<file path="src/hdl/plq_pkg.sv">
// ----------------------------------------------------------------------------
// plq_pkg
// Shared types and constants for the pooled linked queue.
// ----------------------------------------------------------------------------
package plq_pkg;

   localparam int POOL_DEPTH = 128;
   localparam int DATA_WIDTH = 32;
   localparam int HANDLE_W   = $clog2(POOL_DEPTH);
   localparam int LINK_W     = HANDLE_W + 1;
   localparam int COUNT_W    = HANDLE_W + 1;

   // null marker for links and pointers
   localparam logic [LINK_W-1:0] NIL = LINK_W'(POOL_DEPTH);

   typedef enum logic [2:0] {
      OP_PUSH   = 3'd0,
      OP_POP    = 3'd1,
      OP_REMOVE = 3'd2,
      OP_READ   = 3'd3,
      OP_WRITE  = 3'd4,
      OP_PEEK   = 3'd5,
      OP_REWIND = 3'd6,
      OP_NEXT   = 3'd7
   } op_type;

   typedef enum logic [1:0] {
      ST_OK    = 2'd0,
      ST_EMPTY = 2'd1,
      ST_FULL  = 2'd2,
      ST_END   = 2'd3
   } status_type;

   typedef enum logic [1:0] {
      FSM_IDLE,
      FSM_EXEC,
      FSM_LINK,
      FSM_DONE
   } fsm_state_type;

   typedef struct packed {
      logic [2:0]            req_type;
      logic [DATA_WIDTH-1:0] value_in;
      logic [HANDLE_W-1:0]   handle_in;
   } req_item_type;

   typedef struct packed {
      logic [DATA_WIDTH-1:0] value_out;
      logic [HANDLE_W-1:0]   handle_out;
      logic [COUNT_W-1:0]    occupancy;
      logic [1:0]            status;
   } rsp_item_type;

   // controller to datapath
   typedef struct packed {
      logic accept;    // latch request, issue node reads
      logic exec;      // main update step
      logic link;      // second link write
      logic load_rsp;  // move result into output register
   } ctl_cmd_type;

   // datapath to controller
   typedef struct packed {
      logic need_link;
      logic rsp_busy;
   } dp_stat_type;

endpackage

</file>
<file path="src/hdl/plq_ctrl.sv">
// ----------------------------------------------------------------------------
// plq_ctrl
// Sequencer: accept, update, optional link write, result hand-off.
// ----------------------------------------------------------------------------
module plq_ctrl (
   input  logic                  clock,
   input  logic                  reset,
   input  logic                  req_valid,
   output logic                  req_ready,
   input  logic                  rsp_ready,
   input  plq_pkg::dp_stat_type  stat,
   output plq_pkg::ctl_cmd_type  cmd
);

   plq_pkg::fsm_state_type state_ff, state_in;
   logic slot_free;

   assign slot_free = !stat.rsp_busy || rsp_ready;

   always_ff @(posedge clock) begin
      if (reset) begin
         state_ff <= plq_pkg::FSM_IDLE;
      end else begin
         state_ff <= state_in;
      end
   end

   // next state
   always_comb begin
      state_in = state_ff;
      unique case (state_ff)
         plq_pkg::FSM_IDLE: begin
            if (req_valid) state_in = plq_pkg::FSM_EXEC;
         end
         plq_pkg::FSM_EXEC: begin
            state_in = stat.need_link ? plq_pkg::FSM_LINK : plq_pkg::FSM_DONE;
         end
         plq_pkg::FSM_LINK: begin
            state_in = plq_pkg::FSM_DONE;
         end
         plq_pkg::FSM_DONE: begin
            if (slot_free) state_in = req_valid ? plq_pkg::FSM_EXEC : plq_pkg::FSM_IDLE;
         end
         default: begin
            state_in = plq_pkg::FSM_IDLE;
         end
      endcase
   end

   // outputs
   always_comb begin
      req_ready    = 1'b0;
      cmd.exec     = 1'b0;
      cmd.link     = 1'b0;
      cmd.load_rsp = 1'b0;
      unique case (state_ff)
         plq_pkg::FSM_IDLE: begin
            req_ready = 1'b1;
         end
         plq_pkg::FSM_EXEC: begin
            cmd.exec = 1'b1;
         end
         plq_pkg::FSM_LINK: begin
            cmd.link = 1'b1;
         end
         plq_pkg::FSM_DONE: begin
            req_ready    = slot_free;
            cmd.load_rsp = slot_free;
         end
         default: begin
            req_ready = 1'b0;
         end
      endcase
      cmd.accept = req_valid && req_ready;
   end

endmodule

</file>
<file path="config.mk">
export PLATFORM = sky130hd
export DESIGN_NAME = plq_ctrl
export DESIGN_NICKNAME = d
export VERILOG_FILES = /design/src/hdl/plq_pkg.sv /design/src/hdl/plq_ctrl.sv
export SDC_FILE = /design/constraint.sdc
export NUM_CORES = 1
export LEC_CHECK = 0
export BUFFER_PORTS_ARGS = -buffer_cell sky130_fd_sc_hd__buf_2
export CORE_AREA = 2 2 39 41
export CTS_CLUSTER_SIZE = 10
export DETAILED_ROUTE_END_ITERATION = 10
export DIE_AREA = 0 0 41 43
export MAX_ROUTING_LAYER = met4
export PLACE_DENSITY_LB_ADDON = 0.25
export SYNTH_ARGS = -nofsm -noshare
export SYNTH_HDL_FRONTEND = slang
export SYNTH_SLANG_ARGS = --single-unit
export TNS_END_PERCENT = 10
</file>
<file path="constraint.sdc">
create_clock -name clock -period 1.2 [get_ports clock]
set_clock_uncertainty 0.1 [all_clocks]
set_input_delay 0.24 -clock clock [delete_from_list [all_inputs] [get_ports clock]]
set_output_delay 0.24 -clock clock [all_outputs]
set_load 0.05 [all_outputs]
</file>
==> results.md <==
Place:
- Detailed placement finished with a half-perimeter wire length of 466 µm.
- The routability congestion estimate is 0.640.
- Before CTS, the worst setup slack after placement is -256 ps.
- Port buffering added 10 buffers.
- The cell area reported after detailed placement is 344 µm².

Yosys:
- The yosys synthesis warning count is 0.
- In this run, synthesis produced a sequential element count of 2.
- The number of nets handed over by synthesis was 34.
- Summed over all instances, the cell type with the most area after synthesis is sky130_fd_sc_hd__ha_1.
- The share of Yosys cell area claimed by the top area cell type is 0.240.
- The number of different library cells used by synthesis comes to 15.
- By area the synthesized netlist is led by sky130_fd_sc_hd__ha_1 (24%), sky130_fd_sc_hd__dfxtp_1 (19%), sky130_fd_sc_hd__nand2b_1 (9.0%).
- The sequential area share after synthesis is 0.192.
- The mean cell area of the mapped netlist is 8.71 µm².
- The synthesized instance count is 24.
- Summing every instance area after synthesis gives 209 µm².

Drt:
- The pre-antenna-repair detailed-routing pass consisted of 2 iterations.
- The via count is 237.
- The number of DRC violations after detailed routing is 0.
- In the routed layout, each cell is associated on average with a via count of 4.09.
- The count of nets left with antenna violations once routing finished came out at 0.
- The total wire length is 598 µm.
- In this run, the number of DRC markers left after iteration 0 of detailed routing was 1.
- The wire length per cell is 10.3 µm.

Timing:
- The final hold slack is 204 ps.
- The measured slew at the worst slew-check pin is 333 ps.
- Setup slack on the critical path of the routed design comes to -335 ps.
- The final count of pins violating max slew is 0.
- The worst pin sits at a relative slew slack of 0.777.
- After layout, the minimum clock period comes to 1540 ps.
- The highest attainable clock frequency is 651 MHz.
- Setup repair after global routing could not meet its margin everywhere.
- The count of endpoints failing hold in the final timing report was 0.
- Setup violations remaining at the end of the flow were counted as 7.
- Of the available clock period, the critical path in the final layout requires 1.28.

Worst setup path:
- The type of the worst setup path is flop to primary output.
- Of all nets on the critical path, the largest fanout is 3.
- The worst path required time is 860 ps.
- Data arrives at the worst endpoint at 1200 ps.
- The worst register-to-register path has a setup slack of -250 ps.
- The critical path capture point type is a primary output.
- STA classifies the critical path startpoint as a flop.

Global routing:
- For this run, the total global-route usage over all layers was measured as 0.0874.
- The maximum number of pins on one net before global-route repair is 6.
- The number of antenna violations at the first check in global routing is 0.
- The via count of the first global-routing pass is 248.
- After global routing the overflow that remains totals 0.
- The first global-routing pass estimated 979 µm of wire.

Finish:
- The area added between synthesis and finish is 120%.
- The top register by number of flip-flops is state_ff.
- The antenna diode count is 0.
- The layout cell share with drive strength beyond 1 is 0.738.
- The number of flip-flops in the largest register is 2.
- The final instance area is 460 µm².
- In the final layout, the registers with the most flip-flops are state_ff: 2 flops.
- The net count reported at finish is 53.

Floorplanning:
- The placeable core region is 0.00138 mm².
- The initial standard-cell utilization of the core is 0.151.
- The overall die width is 41 µm.
- The floorplan has 14 rows.
- For this design the top-level I/O count stands at 11.
- Measured along the y axis, the die boundary spans 43 µm.
- The die covers 0.00176 mm².

Clock network:
- The register clock-pin slew on the reported worst setup and hold paths is 40 ps.
- The deepest level of the CTS H-tree is 1.
- Counting along the longest clock path gives a buffer depth of 2.
- The latest clock arrival within the worst-skew pair is 230 ps.
- CTS saw 2 sinks.
- The buffer type at the clock tree root is sky130_fd_sc_hd__clkbuf_4.
- TritonCTS built the clock tree.
- Counting the buffers created by CTS gives 3.
- For this design, the CTS-stage hold fixing added 0 buffers.

Status:
- The checks that failed: setup timing.
- The run finished, with violations left.

Hold path:
- The path class of the tightest hold or removal check is input pin to flop.

Job:
- Max-cap violations in this run came to 0.
[what timing repair did]
action | 4_1_cts | 5_1_grt
endpoints found under the setup margin | 7 | 7
pin swaps | 3 | 0
resized for setup | 18 | 1
buffers inserted | 3 | 0
[area by class of cell]
class                      instances  area, µm²
fill                             162        923
tap                               16       20.0
clock buffer                       4       26.3
multi-input combinational         18        228
timing repair buffer              14        119
inverter                           4       20.0
sequential                         2       47.5
[final timing paths]
kind              depth (start not counted)                      from                       end
setup / recovery                          5  state_ff[0]$_SDFFE_PP0P_                    cmd[3]
hold / removal                            3                     reset  state_ff[0]$_SDFFE_PP0P_
setup reg to reg                          5  state_ff[0]$_SDFFE_PP0P_  state_ff[0]$_SDFFE_PP0P_
hold reg to reg                           3  state_ff[1]$_SDFFE_PP0P_  state_ff[1]$_SDFFE_PP0P_
[synthesized netlist by cell type]
cell / n
sky130_fd_sc_hd__nor4bb_1: 1
sky130_fd_sc_hd__and2_1: 1
sky130_fd_sc_hd__ha_1: 4
sky130_fd_sc_hd__inv_1: 3
sky130_fd_sc_hd__dfxtp_1: 2
sky130_fd_sc_hd__a311o_1: 1
sky130_fd_sc_hd__a21oi_1: 2
sky130_fd_sc_hd__a2bb2oi_2: 1
sky130_fd_sc_hd__nor2b_1: 1
sky130_fd_sc_hd__mux2i_1: 1
sky130_fd_sc_hd__inv_2: 1
sky130_fd_sc_hd__a2111oi_0: 1
sky130_fd_sc_hd__nor2_1: 1
sky130_fd_sc_hd__nand2b_1: 3
sky130_fd_sc_hd__nor3_1: 1
[through the flow]
step | setup TNS [ps] | util | instances
3_5_place_dp | -848 | 0.249 | 51
4_1_cts | -1590 | 0.330 | 58
3_3_place_gp | -739 | 0.249 | 51
6_report | -1490 | 0.333 | 58
5_1_grt | -1870 | 0.333 | 58
2_1_floorplan | -658 | - | 24
[critical path, cell delays in order (launching register included)]
cell and delay [ps]:
sky130_fd_sc_hd__dfxtp_4 370, sky130_fd_sc_hd__inv_4 50, sky130_fd_sc_hd__ha_4 160, sky130_fd_sc_hd__a21oi_4 180, sky130_fd_sc_hd__nor3_4 60, sky130_fd_sc_hd__buf_6 150
[cells in the final DEF, fill, tap and decap left out, drive strengths merged]
cell and n:
a2111oi 1, a21oi 2, a2bb2oi 1, a311o 1
and2 1, buf 14, clkbuf 4, dfxtp 2
ha 4, inv 4, mux2i 1, nand2b 3
nor2 1, nor2b 1, nor3 1, nor4bb 1
[logic make-up after synthesis]
logic type | Yosys count | share of synthesized area
adders and majority gates | 4 | 0.240
and+or+nand+nor | 8 | 0.240
buffers and inverters | 4 | 0.0718
DFF | 2 | 0.192
AOI/OAI and AO/OA | 5 | 0.210
muxes | 1 | 0.0479
[layer usage]
layer | wire length, µm | global-route usage
met1 | 224 | 0.0929
met2 | 334 | 0.128
met3 | 39 | 0.0314
met4 | 0 | 0.0600
met5 | 0 | -
Power is left out: the tool's default activity adds up to more than one toggle a clock period on the data nets, which glitch-free logic cannot reach.
